==> config.mk <==
export PLATFORM = sky130hd
export DESIGN_NAME = ir_beacon_slot_bearing_finder_top
export DESIGN_NICKNAME = d
export VERILOG_FILES = /design/src/rtl/core/irbsf_pkg.sv /design/src/rtl/core/ir_beacon_slot_bearing_finder_top.sv /design/src/rtl/core/irbsf_ctrl.sv /design/src/rtl/core/irbsf_dp.sv
export SDC_FILE = /design/constraint.sdc
export NUM_CORES = 1
export LEC_CHECK = 0
export ABC_AREA = 0
export BUFFER_PORTS_ARGS = -buffer_cell sky130_fd_sc_hd__buf_4
export CORE_UTILIZATION = 56
export DETAILED_ROUTE_END_ITERATION = 6
export PLACE_DENSITY = 0.69
export SKIP_LAST_GASP = 1
export SYNTH_ARGS = -nofsm -noshare
export SYNTH_HDL_FRONTEND = slang
export SYNTH_SLANG_ARGS = --single-unit
==> constraint.sdc <==
create_clock -name clk -period 7.9 [get_ports clk]
set_input_delay 0.79 -clock clk [delete_from_list [all_inputs] [get_ports clk]]
set_output_delay 0.79 -clock clk [all_outputs]
set_load 0.01 [all_outputs]
==> src/rtl/core/irbsf_pkg.sv <==
// ----------------------------------------------------------------------------
// irbsf_pkg
// Shared constants, types and receiver map tables for the beacon slot
// bearing finder.
// ----------------------------------------------------------------------------
`default_nettype none

package irbsf_pkg;

  // frame geometry
  localparam int RECEIVERS   = 16;
  localparam int FRAME_SLOTS = 48;
  localparam int RING_LEN    = RECEIVERS + RECEIVERS / 2;
  localparam int NGROUPS     = (FRAME_SLOTS + RECEIVERS - 1) / RECEIVERS;

  // widths
  localparam int ID_W      = 8;
  localparam int SLOT_W    = $clog2(FRAME_SLOTS);
  localparam int RPOS_W    = (RECEIVERS > 1) ? $clog2(RECEIVERS) : 1;
  localparam int RING_AW   = $clog2(RING_LEN);
  localparam int CNT_W     = $clog2(RING_LEN + 1);
  localparam int GRP_W     = $clog2(NGROUPS + 1);
  localparam int RUN_W     = $clog2(RING_LEN + 1);
  localparam int POS_W     = 8;
  localparam int MASK_W    = 16;
  localparam int CFG_IDX_W = 1;

  // register reset values
  localparam logic [ID_W-1:0] ID_A_RESET = 8'h44;
  localparam logic [ID_W-1:0] ID_B_RESET = 8'h25;

  // configuration register indexes
  typedef enum logic [CFG_IDX_W-1:0] {
    REG_ID_A = 1'b0,
    REG_ID_B = 1'b1
  } cfg_reg_t;

  // controller to datapath commands
  typedef struct packed {
    logic               take;
    logic               fr_rd;
    logic [CNT_W-1:0]   fr_idx;
    logic               ring_wr;
    logic [RING_AW-1:0] wr_idx;
    logic               ring_rd;
    logic [RING_AW-1:0] rd_idx;
    logic               prime;
    logic               fill;
    logic [RING_AW-1:0] fill_idx;
    logic               close;
    logic               load_res;
  } cmd_t;

  // datapath to controller status
  typedef struct packed {
    logic group_end;
    logic out_free;
  } sts_t;

  // slot position to receiver number
  function automatic logic [3:0] slot_receiver(input logic [3:0] idx);
    logic [3:0] r;
    case (idx)
      4'd0:    r = 4'd13;
      4'd1:    r = 4'd9;
      4'd2:    r = 4'd5;
      4'd3:    r = 4'd1;
      4'd4:    r = 4'd12;
      4'd5:    r = 4'd8;
      4'd6:    r = 4'd4;
      4'd7:    r = 4'd0;
      4'd8:    r = 4'd15;
      4'd9:    r = 4'd11;
      4'd10:   r = 4'd7;
      4'd11:   r = 4'd3;
      4'd12:   r = 4'd14;
      4'd13:   r = 4'd10;
      4'd14:   r = 4'd6;
      default: r = 4'd2;
    endcase
    return r;
  endfunction

  // receiver number to analog channel
  function automatic logic [2:0] receiver_channel(input logic [3:0] rcv);
    logic [2:0] c;
    case (rcv)
      4'd0:    c = 3'd2;
      4'd1:    c = 3'd5;
      4'd2:    c = 3'd3;
      4'd3:    c = 3'd2;
      4'd4:    c = 3'd7;
      4'd5:    c = 3'd1;
      4'd6:    c = 3'd7;
      4'd7:    c = 3'd1;
      4'd8:    c = 3'd6;
      4'd9:    c = 3'd0;
      4'd10:   c = 3'd6;
      4'd11:   c = 3'd0;
      4'd12:   c = 3'd4;
      4'd13:   c = 3'd3;
      4'd14:   c = 3'd4;
      default: c = 3'd5;
    endcase
    return c;
  endfunction

endpackage

`default_nettype wire

==> src/rtl/core/ir_beacon_slot_bearing_finder_top.sv <==
// ----------------------------------------------------------------------------
// ir_beacon_slot_bearing_finder_top
// Stores beacon ids per time slot, steers the receiver mux and, at the end
// of each receiver group, fills gaps and reports the largest run's bearing.
//
//   channel  dir  handshake           payload
//   in       in   in_valid/in_stall   in_received_byte
//   out      out  out_valid/out_stall mux select, group results, match mask
//   cfg      in   cfg_we              cfg_index, cfg_data (beacon ids)
//
// a slot that does not close a group is taken and its word is registered
// at the output on the same edge
// a group-closing slot runs the copy, prime, fill and close states and then
// the result state; in_stall is high through them, and the next word is
// taken once the result is loaded
// the frame store and work ring are memories with a single read port each
// reset is synchronous, active low; no memory clearing pass is run
// in_stall is high while a group pass runs or a result waits on out_stall
// ----------------------------------------------------------------------------
`default_nettype none

module ir_beacon_slot_bearing_finder_top
  import irbsf_pkg::*;
(
  input  wire logic                 clk,
  input  wire logic                 rst_n,
  input  wire logic                 in_valid,
  output logic                      in_stall,
  input  wire logic [7:0]           in_received_byte,
  output logic                      out_valid,
  input  wire logic                 out_stall,
  output logic                      out_mux_bank,
  output logic [2:0]                out_mux_channel,
  output logic                      out_result_valid,
  output logic [1:0]                out_group_index,
  output logic [4:0]                out_cluster_size,
  output logic [7:0]                out_cluster_beacon,
  output logic [4:0]                out_bearing,
  output logic [15:0]               out_match_mask,
  input  wire logic                 cfg_we,
  input  wire logic [CFG_IDX_W-1:0] cfg_index,
  input  wire logic [7:0]           cfg_data
);

  cmd_t cmd;
  sts_t sts;

  // sequencer
  irbsf_ctrl u_ctrl (
    .clk      (clk),
    .rst_n    (rst_n),
    .in_valid (in_valid),
    .in_stall (in_stall),
    .sts      (sts),
    .cmd      (cmd)
  );

  // datapath
  irbsf_dp u_dp (
    .clk                (clk),
    .rst_n              (rst_n),
    .cmd                (cmd),
    .sts                (sts),
    .in_received_byte   (in_received_byte),
    .cfg_we             (cfg_we),
    .cfg_index          (cfg_index),
    .cfg_data           (cfg_data),
    .out_valid          (out_valid),
    .out_stall          (out_stall),
    .out_mux_bank       (out_mux_bank),
    .out_mux_channel    (out_mux_channel),
    .out_result_valid   (out_result_valid),
    .out_group_index    (out_group_index),
    .out_cluster_size   (out_cluster_size),
    .out_cluster_beacon (out_cluster_beacon),
    .out_bearing        (out_bearing),
    .out_match_mask     (out_match_mask)
  );

endmodule

`default_nettype wire

==> src/rtl/core/irbsf_ctrl.sv <==
// ----------------------------------------------------------------------------
// irbsf_ctrl
// Sequencer for the group pass: frame copy, gap fill with run scan, final
// run close and result hand-off.
// ----------------------------------------------------------------------------
`default_nettype none

module irbsf_ctrl
  import irbsf_pkg::*;
(
  input  wire logic clk,
  input  wire logic rst_n,
  input  wire logic in_valid,
  output logic      in_stall,
  input  wire sts_t sts,
  output cmd_t      cmd
);

  typedef enum logic [2:0] {
    ST_IDLE,
    ST_COPY,
    ST_PRIME0,
    ST_PRIME1,
    ST_FILL,
    ST_CLOSE,
    ST_RESULT
  } state_t;

  state_t           state_r, state_nxt;
  logic [CNT_W-1:0] count_r, count_nxt;
  logic [CNT_W:0]   rd_ahead;

  // input word is taken only between group passes
  assign in_stall = !((state_r == ST_IDLE) && sts.out_free);

  // read address two entries ahead of the fill position
  assign rd_ahead = (CNT_W + 1)'(count_r) + (CNT_W + 1)'(2);

  // next state and commands
  always_comb begin
    state_nxt = state_r;
    count_nxt = count_r;
    cmd       = '0;
    case (state_r)
      ST_IDLE: begin
        cmd.take = in_valid && !in_stall;
        if (cmd.take && sts.group_end) begin
          state_nxt = ST_COPY;
          count_nxt = '0;
        end
      end
      ST_COPY: begin
        cmd.fr_rd   = (count_r < CNT_W'(RING_LEN));
        cmd.fr_idx  = count_r;
        cmd.ring_wr = (count_r != '0);
        cmd.wr_idx  = RING_AW'(count_r - CNT_W'(1));
        if (count_r == CNT_W'(RING_LEN)) begin
          state_nxt = ST_PRIME0;
          count_nxt = '0;
        end else begin
          count_nxt = count_r + CNT_W'(1);
        end
      end
      ST_PRIME0: begin
        cmd.ring_rd = 1'b1;
        cmd.rd_idx  = RING_AW'(0);
        state_nxt   = ST_PRIME1;
      end
      ST_PRIME1: begin
        cmd.ring_rd = 1'b1;
        cmd.rd_idx  = RING_AW'(1);
        cmd.prime   = 1'b1;
        state_nxt   = ST_FILL;
        count_nxt   = '0;
      end
      ST_FILL: begin
        cmd.fill     = 1'b1;
        cmd.fill_idx = RING_AW'(count_r);
        cmd.ring_rd  = (rd_ahead < (CNT_W + 1)'(RING_LEN));
        cmd.rd_idx   = RING_AW'(rd_ahead);
        if (count_r == CNT_W'(RING_LEN - 1)) begin
          state_nxt = ST_CLOSE;
        end else begin
          count_nxt = count_r + CNT_W'(1);
        end
      end
      ST_CLOSE: begin
        cmd.close = 1'b1;
        state_nxt = ST_RESULT;
      end
      ST_RESULT: begin
        if (sts.out_free) begin
          cmd.load_res = 1'b1;
          state_nxt    = ST_IDLE;
        end
      end
      default: begin
        state_nxt = ST_IDLE;
      end
    endcase
  end

  // state register
  always_ff @(posedge clk) begin
    if (!rst_n) begin
      state_r <= ST_IDLE;
      count_r <= '0;
    end else begin
      state_r <= state_nxt;
      count_r <= count_nxt;
    end
  end

endmodule

`default_nettype wire

==> src/rtl/core/irbsf_dp.sv <==
// ----------------------------------------------------------------------------
// irbsf_dp
// Datapath: id registers, slot counters, frame store, work ring, gap fill,
// run scan, match mask and the output register.
// ----------------------------------------------------------------------------
`default_nettype none

module irbsf_dp
  import irbsf_pkg::*;
(
  input  wire logic                 clk,
  input  wire logic                 rst_n,
  input  wire cmd_t                 cmd,
  output sts_t                      sts,
  input  wire logic [ID_W-1:0]      in_received_byte,
  input  wire logic                 cfg_we,
  input  wire logic [CFG_IDX_W-1:0] cfg_index,
  input  wire logic [ID_W-1:0]      cfg_data,
  output logic                      out_valid,
  input  wire logic                 out_stall,
  output logic                      out_mux_bank,
  output logic [2:0]                out_mux_channel,
  output logic                      out_result_valid,
  output logic [1:0]                out_group_index,
  output logic [4:0]                out_cluster_size,
  output logic [7:0]                out_cluster_beacon,
  output logic [4:0]                out_bearing,
  output logic [MASK_W-1:0]         out_match_mask
);

  // configuration
  logic [ID_W-1:0] id_a_r, id_b_r;

  always_ff @(posedge clk) begin
    if (!rst_n) begin
      id_a_r <= ID_A_RESET;
      id_b_r <= ID_B_RESET;
    end else if (cfg_we) begin
      case (cfg_reg_t'(cfg_index))
        REG_ID_A: id_a_r <= cfg_data;
        REG_ID_B: id_b_r <= cfg_data;
        default:  ;
      endcase
    end
  end

  // slot counters
  logic [SLOT_W-1:0] slot_r, base_r, proc_base_r, slot_inc;
  logic [RPOS_W-1:0] rpos_r, rpos_inc;
  logic [GRP_W-1:0]  grp_r, proc_grp_r;
  logic              wrap;

  assign wrap     = (slot_r == SLOT_W'(FRAME_SLOTS - 1));
  assign slot_inc = wrap ? '0 : slot_r + SLOT_W'(1);
  assign rpos_inc = (wrap || rpos_r == RPOS_W'(RECEIVERS - 1)) ? '0 : rpos_r + RPOS_W'(1);

  assign sts.group_end = (rpos_inc == '0);

  always_ff @(posedge clk) begin
    if (!rst_n) begin
      slot_r <= '0;
      rpos_r <= '0;
      grp_r  <= '0;
      base_r <= '0;
    end else if (cmd.take) begin
      slot_r <= slot_inc;
      rpos_r <= rpos_inc;
      if (sts.group_end) begin
        grp_r  <= wrap ? '0 : grp_r + GRP_W'(1);
        base_r <= slot_inc;
      end
    end
  end

  // group being processed
  always_ff @(posedge clk) begin
    if (cmd.take && sts.group_end) begin
      proc_grp_r  <= grp_r;
      proc_base_r <= base_r;
    end
  end

  // receiver mux select for the next slot
  logic [3:0] rcv;
  logic       bank_now;
  logic [2:0] chan_now;
  logic       pend_bank_r;
  logic [2:0] pend_chan_r;

  assign rcv      = slot_receiver(4'(rpos_inc));
  assign bank_now = ~rcv[1];
  assign chan_now = receiver_channel(rcv);

  always_ff @(posedge clk) begin
    if (cmd.take) begin
      pend_bank_r <= bank_now;
      pend_chan_r <= chan_now;
    end
  end

  // frame store, one word per slot
  logic [ID_W-1:0]   frame_mem [FRAME_SLOTS];
  logic [ID_W-1:0]   keep_byte;
  logic [CNT_W-1:0]  fr_off;
  logic [SLOT_W:0]   fr_addr;
  logic [ID_W-1:0]   fr_q_r;
  logic              fr_zero_r;
  logic [ID_W-1:0]   copy_data;

  assign keep_byte = (in_received_byte != '0 &&
                      (in_received_byte == id_a_r || in_received_byte == id_b_r))
                     ? in_received_byte : '0;
  assign fr_off    = (cmd.fr_idx < CNT_W'(RECEIVERS)) ? cmd.fr_idx
                                                      : cmd.fr_idx - CNT_W'(RECEIVERS);
  assign fr_addr   = (SLOT_W + 1)'(proc_base_r) + (SLOT_W + 1)'(fr_off);
  assign copy_data = fr_zero_r ? '0 : fr_q_r;

  always_ff @(posedge clk) begin
    if (cmd.take) begin
      frame_mem[slot_r] <= keep_byte;
    end
    if (cmd.fr_rd) begin
      fr_q_r    <= frame_mem[fr_addr[SLOT_W-1:0]];
      fr_zero_r <= (fr_addr >= (SLOT_W + 1)'(FRAME_SLOTS));
    end
  end

  // work ring
  logic [ID_W-1:0]    ring_mem [RING_LEN];
  logic [ID_W-1:0]    rd_q_r;
  logic               ring_we;
  logic [RING_AW-1:0] ring_waddr;
  logic [ID_W-1:0]    ring_wdata;
  logic [ID_W-1:0]    fin;

  assign ring_we    = cmd.ring_wr || cmd.fill;
  assign ring_waddr = cmd.fill ? cmd.fill_idx : cmd.wr_idx;
  assign ring_wdata = cmd.fill ? fin : copy_data;

  always_ff @(posedge clk) begin
    if (ring_we) begin
      ring_mem[ring_waddr] <= ring_wdata;
    end
    if (cmd.ring_rd) begin
      rd_q_r <= ring_mem[cmd.rd_idx];
    end
  end

  // gap fill window: updated previous, original current, fetched next
  logic [ID_W-1:0] prev_r, cur_r, mid_r;
  logic [ID_W-1:0] next_val;

  assign next_val = (cmd.fill_idx == RING_AW'(RING_LEN - 1)) ? mid_r : rd_q_r;
  assign fin      = (prev_r == next_val) ? prev_r : cur_r;

  always_ff @(posedge clk) begin
    if (cmd.ring_wr && cmd.wr_idx == RING_AW'(RECEIVERS - 1)) begin
      prev_r <= copy_data;
    end else if (cmd.fill) begin
      prev_r <= fin;
    end
    if (cmd.prime || cmd.fill) begin
      cur_r <= rd_q_r;
    end
    if (cmd.fill && cmd.fill_idx == RING_AW'(RECEIVERS / 2)) begin
      mid_r <= fin;
    end
  end

  // run scan over the filled entries
  logic [RUN_W-1:0]  size_r, size_nxt, best_r, best_nxt;
  logic [ID_W-1:0]   id_r, id_nxt, bid_r, bid_nxt;
  logic [POS_W-1:0]  pos_r, pos_nxt;
  logic [CNT_W-1:0]  close_at;
  logic              closing;

  assign close_at = cmd.fill ? CNT_W'(cmd.fill_idx) : CNT_W'(RING_LEN);

  always_comb begin
    size_nxt = size_r;
    id_nxt   = id_r;
    best_nxt = best_r;
    bid_nxt  = bid_r;
    pos_nxt  = pos_r;
    closing  = 1'b0;
    if (cmd.take) begin
      size_nxt = '0;
      id_nxt   = '0;
      best_nxt = '0;
      bid_nxt  = '0;
      pos_nxt  = '0;
    end else if (cmd.fill) begin
      if (fin != '0) begin
        if (size_r == '0) begin
          size_nxt = RUN_W'(1);
          id_nxt   = fin;
        end else if (id_r == fin) begin
          size_nxt = size_r + RUN_W'(1);
        end else begin
          closing  = 1'b1;
          size_nxt = RUN_W'(1);
          id_nxt   = fin;
        end
      end else if (size_r != '0) begin
        closing  = 1'b1;
        size_nxt = '0;
        id_nxt   = '0;
      end
    end else if (cmd.close) begin
      closing = 1'b1;
    end
    if (closing && size_r > best_r) begin
      best_nxt = size_r;
      bid_nxt  = id_r;
      pos_nxt  = POS_W'({close_at, 1'b0}) - POS_W'(size_r);
    end
  end

  always_ff @(posedge clk) begin
    size_r <= size_nxt;
    id_r   <= id_nxt;
    best_r <= best_nxt;
    bid_r  <= bid_nxt;
    pos_r  <= pos_nxt;
  end

  // per-receiver match mask
  logic [MASK_W-1:0] mask_r;
  logic [ID_W-1:0]   want;
  logic              mask_on;

  assign mask_on = (proc_grp_r == GRP_W'(0)) || (proc_grp_r == GRP_W'(1));
  assign want    = (proc_grp_r == GRP_W'(0)) ? id_a_r : id_b_r;

  always_ff @(posedge clk) begin
    if (cmd.take) begin
      mask_r <= '0;
    end else if (cmd.fill && mask_on && fin == want &&
                 int'(cmd.fill_idx) < MASK_W && int'(cmd.fill_idx) < RECEIVERS) begin
      mask_r <= mask_r | (MASK_W'(1) << cmd.fill_idx);
    end
  end

  // bearing from run centre position
  logic [POS_W-1:0] brg_a, brg_b, brg_c;

  assign brg_a = pos_r - POS_W'(1);
  assign brg_b = (brg_a >= POS_W'(2 * RECEIVERS)) ? brg_a - POS_W'(2 * RECEIVERS) : brg_a;
  assign brg_c = (brg_b > POS_W'(2 * RECEIVERS)) ? '0 : brg_b;

  // output register
  logic       out_valid_r;
  logic       mux_bank_r;
  logic [2:0] mux_chan_r;
  logic       res_valid_r;
  logic [1:0] grp_idx_r;
  logic [4:0] csize_r;
  logic [7:0] cbeacon_r;
  logic [4:0] bearing_r;
  logic [MASK_W-1:0] omask_r;

  assign sts.out_free = !out_valid_r || !out_stall;

  always_ff @(posedge clk) begin
    if (!rst_n) begin
      out_valid_r <= 1'b0;
    end else if (cmd.load_res || (cmd.take && !sts.group_end)) begin
      out_valid_r <= 1'b1;
    end else if (!out_stall) begin
      out_valid_r <= 1'b0;
    end
  end

  always_ff @(posedge clk) begin
    if (cmd.load_res) begin
      mux_bank_r  <= pend_bank_r;
      mux_chan_r  <= pend_chan_r;
      res_valid_r <= 1'b1;
      grp_idx_r   <= 2'(proc_grp_r);
      csize_r     <= 5'(best_r);
      cbeacon_r   <= (best_r != '0) ? bid_r : '0;
      bearing_r   <= 5'(brg_c);
      omask_r     <= mask_r;
    end else if (cmd.take && !sts.group_end) begin
      mux_bank_r  <= bank_now;
      mux_chan_r  <= chan_now;
      res_valid_r <= 1'b0;
      grp_idx_r   <= '0;
      csize_r     <= '0;
      cbeacon_r   <= '0;
      bearing_r   <= '0;
      omask_r     <= '0;
    end
  end

  assign out_valid          = out_valid_r;
  assign out_mux_bank       = mux_bank_r;
  assign out_mux_channel    = mux_chan_r;
  assign out_result_valid   = res_valid_r;
  assign out_group_index    = grp_idx_r;
  assign out_cluster_size   = csize_r;
  assign out_cluster_beacon = cbeacon_r;
  assign out_bearing        = bearing_r;
  assign out_match_mask     = omask_r;

endmodule

`default_nettype wire

; After elaboration in Yosys (flattened, before gate mapping)
; Memories as Yosys holds them, arrays and structs flattened. A register that Yosys moved wholly into a read port is not among the register bits.
; Index checks and enable logic that the tools add are counted.
[word_totals]
ff_bits = 171
ramBits = 576
romBits = 112
inputBits = 22
output_inout_bits = 43
wordCells = 203
n_memories = 4
[mem_list]
columns = name, words, word_bits, read_ports, rd_clocked_by_memory_dff, write_ports, line
row1 = u_dp.frame_mem, 48, 8, 1, 1, 1, irbsf_dp.sv:102  ; logic [ID_W-1:0] frame_mem [FRAME_SLOTS];
row2 = u_dp.ring_mem, 24, 8, 1, 1, 1, irbsf_dp.sv:129  ; logic [ID_W-1:0] ring_mem [RING_LEN];
row3 = (name not given), 16, 4, 1, 0, 0, irbsf_pkg.sv:63  ; case (idx)
row4 = (name not given), 16, 3, 1, 0, 0, irbsf_pkg.sv:87  ; case (rcv)
[op_classes]
add_sub_neg = 12
n_lt_le_gt_ge = 8
n_eq_ne = 26
shift = 1
n_mux = 73
n_bitwise = 3
reduce_logical = 45
[op_table]
columns = cell, n
row1 = 8-bit 2-to-1 mux, 19
row2 = 5-bit 2-to-1 mux, 16
row3 = 8-bit equality test, 5
row4 = 16-bit 2-to-1 mux, 2
row5 = 3-bit one-hot mux with 7 select lines, 1
row6 = 1-bit 2-to-1 mux, 20
row7 = 5-bit one-hot mux with 4 select lines, 1
row8 = 3-bit 2-to-1 mux, 6
row9 = 6-bit one-hot mux with 3 select lines, 1
row10 = 16-bit bitwise OR, 1
row11 = 8-bit nonzero test, 2
row12 = "1-bit by 5-bit left shift with 16-bit output, first input constant", 1
row13 = "5-bit equality test, second input constant", 3
row14 = "5-bit < comparator, second input constant", 3
row15 = 5-bit nonzero test, 3
row16 = 1-bit logical AND, 13
row17 = 12-bit 2-to-1 mux, 1
row18 = 6-bit 2-to-1 mux, 2
row19 = "5-bit by 1-bit adder with 5-bit output, second input constant", 2
row20 = "5-bit by 4-bit equality test with 1-bit output, second input constant", 2
row21 = "3-bit equality test, second input constant", 3
row22 = "8-bit by 6-bit greater-or-equal comparator with 1-bit output, second input constant", 1
row23 = "8-bit by 6-bit > comparator with 1-bit output, second input constant", 1
row24 = "2-bit by 1-bit != test with 1-bit output, second input constant", 4
row25 = other kinds (34), 55

; Longest topological paths before layout
[depth]
depth_word = 14
mapped_depth = 14
ltp_nobuf = 12

; Modules after synthesis
; Synthesis repeated with hierarchy kept, for this count alone.
[hier_totals]
hier_cells = 1902
area_unflattened_um2 = 31978.2
[modules_own_cells]
columns = module, instances, cells_per_inst, area_each_um2, seq_area_each_um2
row1 = irbsf_dp, 1, 1782, 31121.1, 21961.1
row2 = irbsf_ctrl, 1, 120, 857.1, 160.2

; Worst setup path after synthesis
; Ideal clock, no wire load.
[synth_path]
path_kind = register to register
from = register u_ctrl.state_r[1]
to = register u_dp.fr_q_r[0] (read register of u_dp.frame_mem), data pin
setup_ps = 270
arrival_ps = 3730
required_time_ps = 7630
setup_slack_ps = 3899
stages_incl_launch_ff = 15
n_path_buf = 5
period_less_slack_ps = 4001
cell_sequence = dfxtp_1 -> clkbuf_1 -> nor3b_1 -> clkbuf_1 -> nand2_1 -> inv_1 -> ha_1 -> fa_1 -> clkbuf_1 -> clkbuf_1 -> clkbuf_1 -> mux4_2 -> mux4_2 -> mux2i_1 -> a21oi_1
[synth_via]
elab_chain_len = 5
elab_cells_between_ends = 6
classes_between = add/sub: 2 / order compare: 1 / eq/ne: 1 / mux: 2
[synth_rtl]
columns = element, line
row1 = start: declaration, irbsf_ctrl.sv:29  ; state_t state_r, state_nxt;
row2 = start signal: assignment, irbsf_ctrl.sv:109  ; state_r <= state_nxt;
row3 = 3-bit by 1-bit equality test with 1-bit output *, irbsf_ctrl.sv:44  ; case (state_r)
row4 = 12-bit 2-to-1 mux *, irbsf_ctrl.sv:44
row5 = 5-bit subtractor / 5-bit < comparator (equally long branches), "irbsf_dp.sv:114, irbsf_dp.sv:113"
row6 = 5-bit 2-to-1 mux, irbsf_dp.sv:113  ; assign fr_off = (cmd.fr_idx < CNT_W'(RECEIVERS)) ? cmd.fr_idx
row7 = 6-bit by 5-bit adder with 7-bit output, irbsf_dp.sv:115  ; assign fr_addr = (SLOT_W + 1)'(proc_base_r) + (SLOT_W + 1)'(fr_off);
row8 = end: declaration, irbsf_dp.sv:106  ; logic [ID_W-1:0] fr_q_r;
; Every way passes the cells marked *; elsewhere a longest branch is shown, timed or not.
; A chain may end at the register's enable or synchronous reset.

; Worst setup path after layout
[layout_path]
from = register u_ctrl.count_r[4]
to = register u_dp.bid_r[7] (enable)
[layout_via]
elab_chain_len = 13
elab_cells_between_ends = 14
classes_between = eq/ne: 3 / mux: 8 / reduce/logical: 3
[layout_rtl]
columns = element, line
row1 = start: declaration, irbsf_ctrl.sv:30  ; logic [CNT_W-1:0] count_r, count_nxt;
row2 = start signal: assignment, irbsf_ctrl.sv:110  ; count_r <= count_nxt;
row3 = 6-bit 2-to-1 mux *, irbsf_ctrl.sv:44
row4 = 5-bit equality test *, irbsf_dp.sv:153  ; assign next_val = (cmd.fill_idx == RING_AW'(RING_LEN - 1)) ? mid_r : rd_q_r;
row5 = 8-bit 2-to-1 mux *, irbsf_dp.sv:153
row6 = 8-bit equality test *, irbsf_dp.sv:154  ; assign fin = (prev_r == next_val) ? prev_r : cur_r;
row7 = 8-bit 2-to-1 mux *, irbsf_dp.sv:154
row8 = 8-bit equality test, irbsf_dp.sv:197  ; end else if (id_r == fin) begin
row9 = 1-bit 2-to-1 mux, irbsf_dp.sv:197
row10 = 1-bit 2-to-1 mux, irbsf_dp.sv:194  ; if (size_r == '0) begin
row11 = 1-bit 2-to-1 mux *, irbsf_dp.sv:193  ; if (fin != '0) begin
row12 = 1-bit 2-to-1 mux *, irbsf_dp.sv:192  ; end else if (cmd.fill) begin
row13 = 1-bit 2-to-1 mux *, irbsf_dp.sv:186  ; if (cmd.take) begin
row14 = 1-bit logical AND *, irbsf_dp.sv:212  ; if (closing && size_r > best_r) begin
row15 = 2-bit nonzero test (no source line) *, -
row16 = end signal: assignment, irbsf_dp.sv:223  ; bid_r <= bid_nxt;
row17 = end: declaration, irbsf_dp.sv:172  ; logic [ID_W-1:0] id_r, id_nxt, bid_r, bid_nxt;
; Marked as above.

==> impl_metrics.json <==
{
  "run_status": "finished clean",
  "hold_path.class": "reg -> reg",
  "antenna_found_initial": 0,
  "max_cap_check_violation_count": 0,
  "overflow": 0,
  "share_seq_of_total_power_pct": 49.7,
  "worstMarginPinSlew_ps": 1282,
  "rows": 87,
  "hold_worst_slack_ps": 426.2,
  "dominantRegCellSynth": "sky130_fd_sc_hd__edfxtp_1",
  "synth.top_cell.area_share_pct": 63.74,
  "route.detailed.wl_per_inst_um": 24.95,
  "post_synth_instance_area_um2": 32410,
  "timing.final.setup_violations": 0,
  "cp.arrival_ps": 5460,
  "commonest_non_fill_non_tap_cells_in_the_layout": "sky130_fd_sc_hd__edfxtp_1 (688), sky130_fd_sc_hd__mux4_2 (168), sky130_fd_sc_hd__nand2_1 (159), sky130_fd_sc_hd__nor2_1 (138), sky130_fd_sc_hd__buf_4 (97)",
  "count_of_boundary_i_o_pins": 65,
  "clock_sinks": 761,
  "max_stage_delay_ps": 970,
  "critPathTopFamily": "simple AND/OR/NAND/NOR gates",
  "synthDominantAreaCellType": "sky130_fd_sc_hd__edfxtp_1",
  "grt_setup_unrepaired": "false",
  "grt_first_pass_wirelength_um": 109000,
  "critPathSlowestCell": "sky130_fd_sc_hd__nor2b_2",
  "vias_after_detailed_routing": 17985,
  "switching_power_mw": 2.445,
  "timing.slew.headroom_pct": 13.83,
  "stdcell_count": 2899,
  "pins_over_slew_limit": 0,
  "worst-path-max-fanout": 29,
  "cp_data_required_time_ps": 8130,
  "yosys_warns": 0,
  "cts_htree_levels": 3,
  "crit_path_class": "reg -> reg",
  "numCtsBuffers": 76,
  "combPwrFrac_pct": 13.6,
  "peakVddDrop_v": 0.0002083,
  "grt_start_max_net_pins": 97,
  "crit_path_cell_trace": "and4b_1 > nor2b_2 > nor3_1 > nor2_1 > o211ai_1 > a21oi_1 > or2_1",
  "dieArea_um2": 58850,
  "tritoncts": "yes",
  "skew_ps": 19.09,
  "clock_power_share_pct": 36.7,
  "layout.nets": 2136,
  "synth_sequential_area_ratio_pct": 68.24,
  "die_y_um": 242.6,
  "die_x_um": 242.6,
  "finalSetupTns_ps": 0,
  "drtAntennaViolNets": 0,
  "drive_above_1_share_pct": 20.49,
  "power.switching_fraction_pct": 25.11,
  "postPlaceCellArea_um2": 33660,
  "layout_setup_ws_ps": 2669,
  "final_common_cell": "sky130_fd_sc_hd__edfxtp_1",
  "postSynth.asyncResetShare_pct": 0,
  "post_cts_hold_buffer_count": 0,
  "routed_wirelength_um": 72320,
  "areaGrowthSynthToFinish_pct": 11.49,
  "syn-instance-count": 2025,
  "ctsRootBufferMaster": "sky130_fd_sc_hd__clkbuf_16",
  "worstPathBufferInverterCount": 0,
  "n_antenna_cell": 0,
  "synth_nets": 2077,
  "syn_avg_cell_area_um2": 16.01,
  "placement.setup.worst_slack_ps": 2816,
  "dp_hpwl_um": 45970,
  "power_density_nw_per_um2": 269.4,
  "start_kind": "flip-flop",
  "synth.lib_cells_used.distinct": 69,
  "postCtsSetupBuffers": 0,
  "internal_power_mw": 7.292,
  "synth_edf_count": 688,
  "drt-vias-per-instance": 6.204,
  "clk-insertion-delay-late_ps": 620,
  "final.fill_count": 3975,
  "postSynthRegisterBits": 761,
  "clkTransAtPathRegs_ps": 60,
  "ctsResizeCount": 0,
  "routabilityCongestion": 0.8635,
  "power.leakage_nw": 12.17,
  "grt_usage_pct": 24.88,
  "final_area_um2": 36140,
  "drt_iter0_markers": 1722,
  "drtPass1Iterations": 5,
  "crit_path_end_kind": "flip-flop",
  "max-clock-path-buffers": 3,
  "remaining_drc_errors": 0,
  "placement.io_buffers": 64,
  "place.detailed.instances": 2762,
  "layout_min_cycle_time_ps": 5231,
  "initial_utilization_pct": 57.05,
  "period_share_pct": 66.22,
  "synth.area.top_cells": "sky130_fd_sc_hd__edfxtp_1 (64%), sky130_fd_sc_hd__mux4_2 (12%), sky130_fd_sc_hd__dfxtp_1 (4.5%), sky130_fd_sc_hd__nand2_1 (1.8%), sky130_fd_sc_hd__nor2_1 (1.6%)",
  "core-area_um2": 56820,
  "fmax_mhz": 191.2,
  "number_of_global_route_vias_before_repair": 17869,
  "report.final.hold_viol_count": 0
}
[synthesized netlist by cell type, drive strengths merged, types with 3 or more instances]
| cell type | count |
|---|---|
| a21oi | 68 |
| a21o | 7 |
| o21a | 6 |
| ha | 28 |
| dfxtp | 73 |
| edfxtp | 688 |
| nor3b | 4 |
| nand4 | 37 |
| o22ai | 8 |
| xor2 | 19 |
| buf | 54 |
| or3b | 3 |
| xnor2 | 51 |
| nor2 | 142 |
| nor2b | 11 |
| a31oi | 4 |
| or2 | 4 |
| a32o | 7 |
| mux4 | 168 |
| clkbuf | 63 |
| nand4b | 3 |
| inv | 27 |
| nand2 | 160 |
| a21boi | 3 |
| mux2i | 47 |
| o31ai | 12 |
| clkinv | 3 |
| nand2b | 17 |
| and2 | 60 |
| and3 | 8 |
| a211oi | 12 |
| mux2 | 35 |
| nand3b | 4 |
| nand3 | 54 |
| o21ai | 45 |
| nor3 | 44 |
| or3 | 8 |
| nor4 | 12 |
[stage by stage]
step / utilization (%) / power, mW
after global placement: 59.24 / 6.216
after CTS: 63.60 / 9.794
final: 63.60 / 9.737
after detailed placement: 59.24 / 6.251
after floorplan: - / 5.749
after global routing: 63.60 / 10.06
[sequential cells by signal, summed over array words and instances, names as in the netlist, 6 cells and up]
name and flops:
u_dp.proc_base_r 6, u_dp.rd_q_r 8, u_dp.out_cluster_beacon 8, u_dp.out_match_mask 16, u_dp.id_r 8, u_dp.cur_r 8
u_dp.base_r 6, u_dp.fr_q_r 8, u_dp.id_b_r 8, u_dp.ring_mem 192, u_dp.mid_r 8, u_dp.prev_r 8
u_dp.bid_r 8, u_dp.frame_mem 384, u_dp.mask_r 16, u_dp.id_a_r 8, u_dp.pos_r 6, u_dp.slot_r 6
[routing by layer]
layer / part of all wire, % / track usage, %
met1: 41 / 34.46
met2: 49 / 39.94
met3: 7.3 / 4.412
met4: 3.5 / 9.027
met5: 0 / 0
[cells by family (layout without fill, tap and decap cells)]
logic type | Yosys count | after routing | share of synthesized area [%]
multiplexers | 250 | 250 | 14.34
buffers and inverters | 147 | 265 | 1.988
flip-flops | 761 | 761 | 68.24
XOR/XNOR | 70 | 70 | 1.891
AO/OA/AOI/OAI | 189 | 189 | 3.586
AND/OR/NAND/NOR | 578 | 578 | 8.747
adder cells (fa/ha/maj) | 30 | 30 | 1.204
[worst reg2reg max path, delay by kind of cell (launching register included)]
family	cells	cell delay (ps)
flip-flops	1	730
AND/OR/NAND/NOR	5	2920
AO/OA/AOI/OAI	2	1200
[power groups by stage]
| stage | sequential (mW) | combinational, mW | clock, mW |
|---|---|---|---|
| finish | 4.84 | 1.33 | 3.57 |
| CTS | 4.84 | 1.33 | 3.62 |
| global placement | 4.92 | 1.30 | 0 |
| global route | 4.86 | 1.44 | 3.77 |
| floorplan | 4.89 | 0.858 | 0 |
| detailed placement | 4.92 | 1.33 | 0 |
[final cells by class]
cell class | instances | area (um^2) | area share (%)
clock buffer | 97 | 2096 | 5.799
clock inverter | 40 | 384.1 | 1.063
inverter | 30 | 112.6 | 0.3116
multi-input combinational | 1117 | 9732 | 26.93
sequential | 761 | 22120 | 61.21
tap | 756 | 945.9 | 2.617
timing repair buffer | 98 | 748.2 | 2.070
[final timing paths]
| kind | startpoint | end | slack (ps) | cells after the start |
|---|---|---|---|---|
| max | u_ctrl.count_r[4]$_SDFFE_PN0P_ | u_dp.bid_r[7]$_SDFFCE_PN0P_ | 2670 | 7 |
| min | u_dp.base_r[5]$_SDFFE_PN0P_ | u_dp.proc_base_r[5]$_DFFE_PP_ | 430 | 0 |
| max reg2reg | u_ctrl.count_r[4]$_SDFFE_PN0P_ | u_dp.bid_r[7]$_SDFFCE_PN0P_ | 2670 | 7 |
| min reg2reg | u_dp.base_r[5]$_SDFFE_PN0P_ | u_dp.proc_base_r[5]$_DFFE_PP_ | 430 | 0 |
No activity file was read; power rests on OpenSTA's default activity.
